<file path="src/hdl/fpa_pkg.sv">
// ----------------------------------------------------------------------------
// fpa_pkg: shared types and constants for the fixed partition allocator
// Field widths, operation and policy codes, register indexes and defaults.
// ----------------------------------------------------------------------------
`default_nettype none

package fpa_pkg;

  // default sizing of the partition table
  localparam int NPART_DEF     = 16;
  localparam int SIZE_BITS_DEF = 16;

  // fixed field widths on the ports
  localparam int IDX_FIELD_W = 4;
  localparam int AMT_FIELD_W = 16;
  localparam int IN_DATA_W   = 24;
  localparam int OUT_DATA_W  = 24;
  localparam int CFG_IDX_W   = 1;
  localparam int CFG_DATA_W  = 5;
  localparam int PCOUNT_W    = 5;

  localparam logic [PCOUNT_W-1:0] PCOUNT_RST = 5'd16;

  // item kinds carried on tuser
  localparam logic OP_LOAD = 1'b0;
  localparam logic OP_REQ  = 1'b1;

  // configuration register indexes
  localparam logic [CFG_IDX_W-1:0] REG_FIT_POLICY = 1'b0;
  localparam logic [CFG_IDX_W-1:0] REG_PART_COUNT = 1'b1;

  typedef enum logic [1:0] {
    POL_FIRST = 2'd0,
    POL_BEST  = 2'd1,
    POL_NEXT  = 2'd2,
    POL_WORST = 2'd3
  } policy_t;

endpackage : fpa_pkg

`default_nettype wire

</file>
<file path="src/hdl/fixed_partition_allocator.sv">
// ----------------------------------------------------------------------------
// fixed_partition_allocator: fixed partition table with fit-policy grants
// Loads partition sizes and grants free partitions by first, best, next or
// worst fit, using a chain of slot cells that a candidate record walks.
// ----------------------------------------------------------------------------
//  channel   direction  fields
//  in_       slave      tuser: op | tdata: part_index, amount (from bit 0)
//  out_      master     tuser: granted | tdata: grant_index, grant_size
//  cfg_      write      index 0 fit_policy, index 1 partition_count
//
//  A load passes through the post state to its result in the output register.
//  A request: the candidate record passes one cell per cycle down the
//  NPART-cell chain, then the grant is decided, marked and registered, and
//  the post state presents it. One item is in the chain at a time.
//  A new item is accepted while the previous result still waits on out_tready.
//  Reset (synchronous, rst_n low) clears the table, the marks and the rover.
// ----------------------------------------------------------------------------
`default_nettype none

module fixed_partition_allocator #(
  parameter int NPART     = fpa_pkg::NPART_DEF,
  parameter int SIZE_BITS = fpa_pkg::SIZE_BITS_DEF
) (
  input  wire logic                            clk,
  input  wire logic                            rst_n,
  input  wire logic                            in_tvalid,
  output logic                                 in_tready,
  input  wire logic [fpa_pkg::IN_DATA_W-1:0]   in_tdata,   // part_index, amount
  input  wire logic                            in_tuser,   // op
  output logic                                 out_tvalid,
  input  wire logic                            out_tready,
  output logic      [fpa_pkg::OUT_DATA_W-1:0]  out_tdata,  // grant_index, grant_size
  output logic                                 out_tuser,  // granted
  input  wire logic                            cfg_wr_en,
  input  wire logic [fpa_pkg::CFG_IDX_W-1:0]   cfg_index,
  input  wire logic [fpa_pkg::CFG_DATA_W-1:0]  cfg_wdata
);

  import fpa_pkg::*;

  localparam int IDX_W  = $clog2(NPART);
  localparam int CNT_W  = $clog2(NPART + 1);
  localparam int IDXP_W = IDX_W + 1;
  localparam int REC_W  = 2 * (1 + IDX_W + SIZE_BITS);

  typedef struct packed {
    logic                 sel_found;
    logic [IDX_W-1:0]     sel_idx;
    logic [SIZE_BITS-1:0] sel_size;
    logic                 wrap_found;
    logic [IDX_W-1:0]     wrap_idx;
    logic [SIZE_BITS-1:0] wrap_size;
  } rec_t;

  typedef enum logic [2:0] {
    ST_IDLE   = 3'b001,
    ST_SEARCH = 3'b010,
    ST_POST   = 3'b100
  } state_t;

  state_t                st_r, st_nxt;
  policy_t               fit_policy_r;
  logic [PCOUNT_W-1:0]   part_count_r;
  logic [IDX_W-1:0]      rover_r;
  logic [CNT_W-1:0]      cnt_r;

  // latched request
  logic [SIZE_BITS-1:0]  want_r;
  policy_t               pol_r;
  logic [IDX_W-1:0]      start_r;
  logic [CNT_W-1:0]      count_r;

  // result waiting for the output register
  logic                  res_granted_r;
  logic [IDX_W-1:0]      res_idx_r;
  logic [SIZE_BITS-1:0]  res_size_r;

  logic                  out_valid_r;
  logic                  out_granted_r;
  logic [IDX_W-1:0]      out_idx_r;
  logic [SIZE_BITS-1:0]  out_size_r;

  logic                  in_op;
  logic [IDX_FIELD_W-1:0] in_part_index;
  logic [AMT_FIELD_W-1:0] in_amount;
  logic                  accept;
  logic                  load_ok;
  logic [CNT_W-1:0]      count_eff;
  logic [SIZE_BITS-1:0]  amount_s;
  logic                  search_done;
  rec_t                  final_rec;
  logic                  pick_found;
  logic [IDX_W-1:0]      pick_idx;
  logic [SIZE_BITS-1:0]  pick_size;
  logic [IDXP_W-1:0]     pick_inc;
  logic                  wr_size_en;
  logic                  wr_take_en;
  logic [IDX_W-1:0]      wr_idx;
  logic                  out_load;

  logic [REC_W-1:0]      rec_w [NPART+1];

  assign in_op         = in_tuser;
  assign in_part_index = in_tdata[IDX_FIELD_W-1:0];
  assign in_amount     = in_tdata[IDX_FIELD_W +: AMT_FIELD_W];
  assign amount_s      = SIZE_BITS'(in_amount);

  assign in_tready = (st_r == ST_IDLE);
  assign accept    = in_tvalid && in_tready;
  assign load_ok   = (int'(in_part_index) < NPART);

  assign count_eff = (int'(part_count_r) > NPART) ? CNT_W'(NPART)
                                                  : CNT_W'(part_count_r);

  // configuration
  always_ff @(posedge clk) begin
    if (!rst_n) begin
      fit_policy_r <= POL_FIRST;
      part_count_r <= PCOUNT_RST;
    end else if (cfg_wr_en) begin
      unique case (cfg_index)
        REG_FIT_POLICY: fit_policy_r <= policy_t'(cfg_wdata[1:0]);
        REG_PART_COUNT: part_count_r <= PCOUNT_W'(cfg_wdata);
        default: ;
      endcase
    end
  end

  // chain of slot cells; each cycle a fresh empty record enters cell 0
  assign rec_w[0] = '0;

  genvar g;
  generate
    for (g = 0; g < NPART; g++) begin : g_cell
      fpa_cell #(
        .NPART     (NPART),
        .SIZE_BITS (SIZE_BITS),
        .CELL_IDX  (g)
      ) u_cell (
        .clk        (clk),
        .rst_n      (rst_n),
        .want       (want_r),
        .policy     (pol_r),
        .start      (start_r),
        .count      (count_r),
        .wr_size_en (wr_size_en),
        .wr_take_en (wr_take_en),
        .wr_idx     (wr_idx),
        .wr_size    (amount_s),
        .rec_in     (rec_w[g]),
        .rec_out    (rec_w[g+1])
      );
    end
  endgenerate

  // the record leaving the last cell covers the whole table once the pass counter reaches NPART
  assign search_done = (st_r == ST_SEARCH) && (cnt_r == CNT_W'(NPART));
  assign final_rec   = rec_t'(rec_w[NPART]);

  always_comb begin
    pick_found = final_rec.sel_found;
    pick_idx   = final_rec.sel_idx;
    pick_size  = final_rec.sel_size;
    // next fit: nothing at or after the rover, so wrap to the lowest fit
    if (pol_r == POL_NEXT && !final_rec.sel_found) begin
      pick_found = final_rec.wrap_found;
      pick_idx   = final_rec.wrap_idx;
      pick_size  = final_rec.wrap_size;
    end
  end

  assign pick_inc   = {1'b0, pick_idx} + IDXP_W'(1);
  assign wr_size_en = accept && (in_op == OP_LOAD) && load_ok;
  assign wr_take_en = search_done && pick_found;
  assign wr_idx     = (st_r == ST_SEARCH) ? pick_idx : IDX_W'(in_part_index);

  always_comb begin
    st_nxt = st_r;
    unique case (st_r)
      ST_IDLE: begin
        if (accept) st_nxt = (in_op == OP_REQ) ? ST_SEARCH : ST_POST;
      end
      ST_SEARCH: begin
        if (search_done) st_nxt = ST_POST;
      end
      ST_POST: begin
        if (out_load) st_nxt = ST_IDLE;
      end
      default: st_nxt = ST_IDLE;
    endcase
  end

  assign out_load = (st_r == ST_POST) && (!out_valid_r || out_tready);

  always_ff @(posedge clk) begin
    if (!rst_n) begin
      st_r        <= ST_IDLE;
      cnt_r       <= '0;
      rover_r     <= '0;
      out_valid_r <= 1'b0;
    end else begin
      st_r <= st_nxt;
      if (accept) begin
        cnt_r <= '0;
      end else if (st_r == ST_SEARCH) begin
        cnt_r <= cnt_r + CNT_W'(1);
      end
      if (wr_size_en) begin
        rover_r <= '0;
      end else if (wr_take_en && pol_r == POL_NEXT) begin
        rover_r <= (pick_inc < IDXP_W'(count_r)) ? IDX_W'(pick_inc) : '0;
      end
      if (out_load) begin
        out_valid_r <= 1'b1;
      end else if (out_tready) begin
        out_valid_r <= 1'b0;
      end
    end
  end

  // latch the request controls and hold the result payload
  always_ff @(posedge clk) begin
    if (accept) begin
      want_r  <= amount_s;
      pol_r   <= fit_policy_r;
      count_r <= count_eff;
      start_r <= (CNT_W'(rover_r) < count_eff) ? rover_r : '0;
    end
    if (accept && in_op == OP_LOAD) begin
      res_granted_r <= 1'b0;
      res_idx_r     <= '0;
      res_size_r    <= '0;
    end else if (search_done) begin
      res_granted_r <= pick_found;
      res_idx_r     <= pick_found ? pick_idx : '0;
      res_size_r    <= pick_found ? pick_size : '0;
    end
    if (out_load) begin
      out_granted_r <= res_granted_r;
      out_idx_r     <= res_idx_r;
      out_size_r    <= res_size_r;
    end
  end

  assign out_tvalid = out_valid_r;
  assign out_tuser  = out_granted_r;
  assign out_tdata  = {(OUT_DATA_W - IDX_FIELD_W - AMT_FIELD_W)'(0),
                       AMT_FIELD_W'(out_size_r), IDX_FIELD_W'(out_idx_r)};

  // a request always enters the search
  a_req_search: assert property (@(posedge clk) disable iff (!rst_n)
    (accept && in_op == OP_REQ) |=> (st_r == ST_SEARCH))
    else $error("request did not start a search");

  // the pass counter stops at the chain length
  a_cnt_bound: assert property (@(posedge clk) disable iff (!rst_n)
    (st_r == ST_SEARCH) |-> (int'(cnt_r) <= NPART))
    else $error("search counter overran the chain");

  // a grant is never smaller than the request
  a_grant_fits: assert property (@(posedge clk) disable iff (!rst_n)
    (st_r == ST_POST && res_granted_r && $past(st_r) == ST_SEARCH)
      |-> (res_size_r >= want_r))
    else $error("granted partition smaller than requested");

  // a grant lies within the partitions in use
  a_grant_range: assert property (@(posedge clk) disable iff (!rst_n)
    (st_r == ST_POST && res_granted_r)
      |-> (CNT_W'(res_idx_r) < count_r))
    else $error("granted partition beyond the count in use");

  // a refusal or load acknowledge carries zeros
  a_refuse_zero: assert property (@(posedge clk) disable iff (!rst_n)
    (st_r == ST_POST && !res_granted_r)
      |-> (res_idx_r == '0 && res_size_r == '0))
    else $error("refusal carries a non-zero index or size");

endmodule : fixed_partition_allocator

`default_nettype wire

</file>
<file path="src/hdl/fpa_cell.sv">
// ----------------------------------------------------------------------------
// fpa_cell: one partition slot of the allocator chain
// Holds a partition size and taken mark, and folds its own slot into the
// candidate record handed on to the next cell each cycle.
// ----------------------------------------------------------------------------
`default_nettype none

module fpa_cell #(
  parameter int NPART     = 16,
  parameter int SIZE_BITS = 16,
  parameter int CELL_IDX  = 0,
  localparam int IDX_W    = $clog2(NPART),
  localparam int CNT_W    = $clog2(NPART + 1),
  localparam int REC_W    = 2 * (1 + IDX_W + SIZE_BITS)
) (
  input  wire logic                   clk,
  input  wire logic                   rst_n,
  // search controls, stable for a whole pass
  input  wire logic [SIZE_BITS-1:0]   want,
  input  wire fpa_pkg::policy_t       policy,
  input  wire logic [IDX_W-1:0]       start,
  input  wire logic [CNT_W-1:0]       count,
  // slot update
  input  wire logic                   wr_size_en,
  input  wire logic                   wr_take_en,
  input  wire logic [IDX_W-1:0]       wr_idx,
  input  wire logic [SIZE_BITS-1:0]   wr_size,
  // candidate record from the previous cell, and to the next
  input  wire logic [REC_W-1:0]       rec_in,
  output logic      [REC_W-1:0]       rec_out
);

  import fpa_pkg::*;

  typedef struct packed {
    logic                 sel_found;
    logic [IDX_W-1:0]     sel_idx;
    logic [SIZE_BITS-1:0] sel_size;
    logic                 wrap_found;
    logic [IDX_W-1:0]     wrap_idx;
    logic [SIZE_BITS-1:0] wrap_size;
  } rec_t;

  localparam logic [IDX_W-1:0] MY_IDX = IDX_W'(CELL_IDX);
  localparam logic [CNT_W-1:0] MY_CNT = CNT_W'(CELL_IDX);

  logic [SIZE_BITS-1:0] size_r;
  logic                 taken_r;
  rec_t                 rec_i;
  rec_t                 rec_nxt;
  rec_t                 rec_r;
  logic                 fit;
  logic                 take_sel;

  assign rec_i = rec_t'(rec_in);
  assign fit   = (MY_CNT < count) && !taken_r && (size_r >= want);

  always_comb begin
    case (policy)
      POL_FIRST: take_sel = fit && !rec_i.sel_found;
      POL_NEXT:  take_sel = fit && !rec_i.sel_found && (MY_IDX >= start);
      POL_BEST:  take_sel = fit && (!rec_i.sel_found || size_r < rec_i.sel_size);
      default:   take_sel = fit && (!rec_i.sel_found || size_r > rec_i.sel_size);
    endcase
  end

  always_comb begin
    rec_nxt = rec_i;
    if (take_sel) begin
      rec_nxt.sel_found = 1'b1;
      rec_nxt.sel_idx   = MY_IDX;
      rec_nxt.sel_size  = size_r;
    end
    // first fit over the whole range, used when next fit wraps round
    if (fit && !rec_i.wrap_found) begin
      rec_nxt.wrap_found = 1'b1;
      rec_nxt.wrap_idx   = MY_IDX;
      rec_nxt.wrap_size  = size_r;
    end
  end

  always_ff @(posedge clk) begin
    rec_r <= rec_nxt;
  end

  always_ff @(posedge clk) begin
    if (!rst_n) begin
      size_r  <= '0;
      taken_r <= 1'b0;
    end else if (wr_size_en && wr_idx == MY_IDX) begin
      size_r  <= wr_size;
      taken_r <= 1'b0;
    end else if (wr_take_en && wr_idx == MY_IDX) begin
      taken_r <= 1'b1;
    end
  end

  assign rec_out = REC_W'(rec_r);

endmodule : fpa_cell

`default_nettype wire
</file>
<file path="config.mk">
export PLATFORM = sky130hd
export DESIGN_NAME = fixed_partition_allocator
export DESIGN_NICKNAME = d
export VERILOG_FILES = /design/src/hdl/fpa_pkg.sv /design/src/hdl/fixed_partition_allocator.sv /design/src/hdl/fpa_cell.sv
export SDC_FILE = /design/constraint.sdc
export NUM_CORES = 2
export LEC_CHECK = 0
export BUFFER_PORTS_ARGS = -buffer_cell sky130_fd_sc_hd__buf_2
export CAP_MARGIN = 10
export CORE_ASPECT_RATIO = 1.25
export CORE_MARGIN = 5
export CORE_UTILIZATION = 58
export DETAILED_ROUTE_END_ITERATION = 8
export PLACE_DENSITY = 0.77
export REMOVE_ABC_BUFFERS = 1
export SKIP_CTS_REPAIR_TIMING = 1
export SYNTH_ARGS = -nofsm -noshare
export SYNTH_HDL_FRONTEND = slang
export SYNTH_HIERARCHICAL = 1
export SYNTH_SLANG_ARGS = --single-unit
</file>
<file path="constraint.sdc">
create_clock -name clk -period 3.9 [get_ports clk]
set_input_delay 0.195 -clock clk [delete_from_list [all_inputs] [get_ports clk]]
set_output_delay 0.195 -clock clk [all_outputs]
set_load 0.02 [all_outputs]
</file>
Word-level counts from Yosys, hierarchy flattened
Cells that the tools add are included.
- bits in registers: 1033
- input bits: 36
- output and inout bits: 27
- word-level logic and storage cells: 567
- $add $sub $neg: 2
- $lt $le $gt $ge: 81
- eq/ne operators: 24
- muxes and demuxes: 63
- bitwise logic cells: 3
- reductions and logical operators: 250
- operator list (cell ; count):
    two-way mux 16 bit ; 32
    >= comparator 16 bit ; 16
    greater-than comparator 16 bit ; 15
    less-than comparator 16 bit ; 15
    logical AND 1 bit ; 147
    logical NOT 1 bit ; 48
    case mux 1 bit (3 select lines) ; 15
    two-way mux 21 bit ; 2
    less-than comparator 4 x 5 -> 1 bit (first input constant) ; 8
    OR reduction 2 bit ; 18
    equality test 4 bit (second input constant) ; 8
    >= comparator 4 bit (first input constant) ; 8
    logical OR 1 bit ; 31
    less-than comparator 3 x 5 -> 1 bit (first input constant) ; 4
    equality test 4 x 3 -> 1 bit (second input constant) ; 4
    >= comparator 3 x 4 -> 1 bit (first input constant) ; 4
    two-way mux 4 bit ; 4
    two-way mux 3 bit ; 4
    less-than comparator 1 x 5 -> 1 bit (first input constant) ; 2
    less-than comparator 2 x 5 -> 1 bit (first input constant) ; 2
    case mux 3 bit (3 select lines) ; 1
    equality test 4 x 2 -> 1 bit (second input constant) ; 2
    >= comparator 1 x 4 -> 1 bit (first input constant) ; 2
    >= comparator 2 x 4 -> 1 bit (first input constant) ; 2
    other kinds (22) ; 29

Logic depth before layout (Yosys ltp)
- word-level depth: 7
- mapped depth: 12
- gate-level depth less buffers: 10

By module
Netlist, hierarchy kept.
- by module, submodules not included (module ; times used ; cells each ; area each (sq um) ; seq. area each (sq um)):
    fixed_partition_allocator ; 1 ; 310 ; 3733.6 ; 2262.2
    fpa_cell (g_cell[7].u_cell) ; 1 ; 343 ; 3186.8 ; 1181.1
    fpa_cell (g_cell[13].u_cell) ; 1 ; 338 ; 3126.7 ; 1181.1
    fpa_cell (g_cell[11].u_cell) ; 1 ; 342 ; 3123.0 ; 1181.1
    fpa_cell (g_cell[9].u_cell) ; 1 ; 345 ; 3104.2 ; 1181.1
    fpa_cell (g_cell[5].u_cell) ; 1 ; 283 ; 2892.8 ; 1181.1
    fpa_cell (g_cell[2].u_cell) ; 1 ; 285 ; 2890.3 ; 1181.1
    fpa_cell (g_cell[3].u_cell) ; 1 ; 287 ; 2887.8 ; 1181.1
    fpa_cell (g_cell[12].u_cell) ; 1 ; 287 ; 2877.8 ; 1181.1
    fpa_cell (g_cell[14].u_cell) ; 1 ; 285 ; 2870.3 ; 1181.1
    fpa_cell (g_cell[4].u_cell) ; 1 ; 286 ; 2861.5 ; 1181.1
    fpa_cell (g_cell[6].u_cell) ; 1 ; 281 ; 2861.5 ; 1181.1
    fpa_cell (g_cell[10].u_cell) ; 1 ; 286 ; 2821.5 ; 1181.1
    fpa_cell (g_cell[8].u_cell) ; 1 ; 285 ; 2811.4 ; 1181.1
    +3 rows ; - ; - ; - ; -

Worst setup path before layout
OpenSTA, ideal clock, no wires.
- kind: flip-flop to flip-flop
- start point: reg pol_r[1]
- end point: reg g_cell[10].u_cell.size_r[13]
- library setup time: 76 ps
- arrival time: 3559 ps
- required time: 3824 ps
- path slack: 265 ps
- cell stages (with the launch flop): 11
- buffers on the path: 3
- clock period less this slack: 3635 ps
- cell sequence: edfxtp_1 > nor3b_2 > buf_6 > mux2i_1 > a21oi_1 > nor4bb_1 > and2_1 > clkbuf_1 > clkbuf_1 > nand2_1 > a21boi_0
- cells in the longest elaborated chain, start to end: 6
- ends and longest elaborated chain (element ; RTL line ; source):
    start, declared ; fixed_partition_allocator.sv:69 ; policy_t pol_r;
    start signal, assigned ; fixed_partition_allocator.sv:225 ; pol_r <= fit_policy_r;
    equality test 2 bit ; fixed_partition_allocator.sv:165 ; if (pol_r == POL_NEXT && !final_rec.sel_found) begin
    logical AND 1 bit ; fixed_partition_allocator.sv:165 ;
    two-way mux 4 bit ; fixed_partition_allocator.sv:165 ;
    two-way mux 4 bit ; fixed_partition_allocator.sv:175 ; assign wr_idx = (st_r == ST_SEARCH) ? pick_idx : IDX_W'(in_part_index);
    via wr_idx[3] ; fixed_partition_allocator.sv:98 ; logic [IDX_W-1:0] wr_idx;
    equality test 4 bit ; fpa_cell.sv:90 ; end else if (wr_size_en && wr_idx == MY_IDX) begin
    logical AND 1 bit ; fpa_cell.sv:90 ;
    end signal, assigned ; fpa_cell.sv:91 ; size_r <= wr_size;
    end, declared ; fpa_cell.sv:47 ; logic [SIZE_BITS-1:0] size_r;
The timed path passes the listed nets, and every way through them passes these cells.
A chain may end at the register's enable or synchronous reset.

Worst setup path in the final report
- start point: reg pol_r[0]
- end point: reg g_cell[6].u_cell.size_r[4]
- cells in the longest elaborated chain, start to end: 6
- ends and longest elaborated chain (element ; RTL line):
    equality test 2 bit ; fixed_partition_allocator.sv:165
    logical AND 1 bit ; fixed_partition_allocator.sv:165
    two-way mux 4 bit ; fixed_partition_allocator.sv:165
    two-way mux 4 bit ; fixed_partition_allocator.sv:175
    via wr_idx[0] ; fixed_partition_allocator.sv:98
    equality test 4 x 3 -> 1 bit ; fpa_cell.sv:90
    logical AND 1 bit ; fpa_cell.sv:90
    end signal, assigned ; fpa_cell.sv:91
    end, declared ; fpa_cell.sv:47
The timed path passes the listed nets, and every way through them passes these cells.

==> reports/results.tsv <==
metric	value	unit
status	finished, final reports clean	
max-slew violation count	0	
Fin Hold WS	0.0289	ns
YS warnings	6	
grt met1 use	0.340	
storage element area	21200	um2
max frequency	285	MHz
Layout Cells excl Fill	6515	
stages on the worst setup path	7	
average cell area after synthesis	9.90	um2
wire per inst	22.1	um
Post-synth EDFFs	48	
CTS Sinks	1033	
Netlist cell types	113	
Via density	5.89	
Die Span Y	339	um
root buffer cell	clkbuf_16	
drt total wl	144000	um
worst-path maximum fanout	16	
Lkg Pwr	25.0	nW
post-route cell area	56100	um2
top cells by area, synth	dfxtp_1 39%, ha_1 13%, nand2_1 5.5%, mux2_2 5.2%, inv_1 4.0%	
row cnt	120	
drc violations	0	
count of buffers from port buffering	54	
Worst R2R End	g_cell[6].u_cell/size_r[4]	
CTS Buf Count	100	
skew final	0.0347	ns
RSZ-0062 raised after global routing	false	
M3 GR Usage	0.0367	
initial antenna violation count	2	
GRT Resource Usage Total	0.300	
post-synth top area share	0.391	
most frequent cells in the layout	985 x dfxtp_1, 740 x nand2_1, 535 x inv_1	
busiest grt layer	met2	
Synth Area in Simple Gates	0.130	
Post-DRT Antenna Nets	0	
TritonRoute pass-1 iters	5	
Worst Path Arrival	4.10	ns
Area after DPL	52400	um2
Area Growth Syn to Fin	11.3	%
Synth area leader	dfxtp_1	
Clock Pin Slew Worst Setup and Hold Paths	0.07	ns
most common cell after layout, fill and taps aside	dfxtp_1	
GR Layer Usage met2	0.529	
critical path type	reg -> reg	
Die ar.	92900	um2
Worst Hold End	g_cell[3].u_cell/size_r[1]	
Reg2Reg Setup Slack	0.39	ns
Final nets	5830	
largest net degree at the start of global routing	153	
asr flop ratio synth	0	
global-route wire length before repair	218000	um
multi-input logic area	26400	um2
post-synthesis sequential area ratio	0.420	
mux cell area share after synthesis	0.112	
IO Pins	63	
XOR/XNOR Fraction of Synth Area	0.00122	
P per Cell Area	437	nW/um2
layout cells sized above 1	0.156	
Post-DP HPWL	104000	um
adder-cell share of the synthesized area	0.130	
CP endpoint kind	flip-flop	
core area	85900	um2
Final setup viols	0	
routed vias	38379	
CP cell instances	nor3b_4, mux2_2, mux2_2, nor4bb_1, and2_1, nand2_1, a21boi_0	
Top FF cell, synth	dfxtp_1	
max-cap viol count	0	
number of global-route vias before repair	37984	
Most common cell on crit path	mux2_2	
largest family of logic cells by synthesized area	compound AO/OA/AOI/OAI gates	
Die Span X	274	um
DRT iter0 DRCs	2596	
# fillers	6784	
grt total ovfl	0	
Cells after Synth	5089	
worst vdd ir	0.418	mV
clk buf depth	3	
Slew @ Worst Pin	1.23	ns
CP startpoint kind	flip-flop	
Initial Util	0.587	
Worst R2R Path Depth	7	
Final Hold Violating Endpoints	0	
complex-gate fraction of the synthesized area	0.145	
crit path time final	3.51	ns
GPL Wtd Cong	0.942	
Critical Path Slowest Stage Cell	and2_1	
Placed Instances	6317	
CP peak stage delay	0.79	ns
family with the most delay on the worst path	simple AND/OR/NAND/NOR gates	
H-Tree Depth	3	
WHS Path Cells	3	
Hold Crit Start	in_tdata[5]	
count of buffer and inverter cells on the critical path	0	
worst min-delay path class	in -> reg	
Crit Reg-Reg Startpoint	pol_r[0]	
Power, Total	24.5	mW
relative slew slack	0.178	
setup TNS	0	ns
CP required	4.49	ns
Yosys reg bits	1033	
Synth Cell Area	50400	um2
CTS tree	done	
final worst path period share	0.900	
Skew-Pair Late Insertion Delay	0.68	ns
-- kinds of logic after synthesis --
logic type | after synthesis
adder cells (fa/ha/maj) | 522
multiplexers | 470
buffers and inverters | 722
AO/OA/AOI/OAI | 976
XOR/XNOR | 7
flip-flops | 1033
other | 1
AND/OR/NAND/NOR | 1358
-- stage by stage --
| step | util | setup WS (ns) |
|---|---|---|
| final | 0.653 | 0.391 |
| after global routing | 0.653 | 0.265 |
| after CTS | 0.651 | 0.447 |
| after detailed placement | 0.611 | 0.460 |
| after global placement | 0.611 | 0.521 |
| after floorplan | - | -0.575 |
-- state kept, by name, summed over array words and instances, names as in the netlist, 5 cells and up --
register and cells:
cnt_r 5, count_r 5, g_cell.u_cell/rec_out 672, g_cell.u_cell/size_r 256
g_cell.u_cell/taken_r 16, out_size_r 16, part_count_r 5, res_size_r 16
want_r 16
-- tightest hold or removal path: cells and delay by family --
kind,cells,cell delay (ns)
buffers and inverters,1,0.28
AND/OR/NAND/NOR,1,0.12
AO/OA/AOI/OAI,1,0.06
-- power by group --
group / switching (mW) / internal, mW / total (mW)
clock network: 4.25 / 5.97 / 10.2
logic: 1.53 / 1.08 / 2.61
registers: 0.430 / 11.3 / 11.7
-- synthesized netlist by cell type (16+ instances only) --
cell type and n:
dfxtp_1 985, nand2_1 740, inv_1 535, ha_1 522, a21boi_0 248, mux2_2 231
a21oi_1 198, mux2_1 112, mux2_4 105, nor2_1 101, clkbuf_1 92, o21ai_0 86
nand4_1 85, nor2b_1 80, nand2b_1 70, o2111ai_1 65, nand3_1 64, edfxtp_1 48
o211ai_1 47, o211ai_2 45, or2_2 44, buf_2 38, o21a_1 36, a21o_1 31
and2_1 27, buf_6 25, and4_1 24, o21bai_1 23, mux2i_1 22, a31oi_1 21
buf_4 20, a2bb2oi_1 19, a21boi_1 18, nor3_1 18, or2_1 18, nor4_1 16
-- layout make-up --
type                    instances  area share
clock inverters                49      0.0119
inverters                     542      0.0363
flip-flops and latches       1033       0.378
multi-input cells            3397       0.471
clock buffers                 136      0.0504
diodes                          1   0.0000446
repair buffers                198      0.0265
well taps                    1159      0.0259
-- per-layer routing --
metal | vias to the layer above | routed length (um)
li1 | 18022 | -
met1 | 18515 | 54400
met2 | 1298 | 71400
met3 | 544 | 7460
met4 | 0 | 10800
met5 | - | 0
-- worst max-delay path by stage --
stage	start	slack, ns	endpoint
after floorplan	pol_r[1]	-0.58	g_cell[5].u_cell/size_r[0]
after global placement	want_r[11]	0.52	g_cell[10].u_cell/rec_out[21]
after detailed placement	want_r[11]	0.46	g_cell[10].u_cell/rec_out[24]
after CTS	want_r[11]	0.45	g_cell[10].u_cell/rec_out[24]
after global routing	pol_r[0]	0.27	g_cell[6].u_cell/size_r[15]
final	pol_r[0]	0.39	g_cell[6].u_cell/size_r[4]
(Power assumes the default switching activity.)
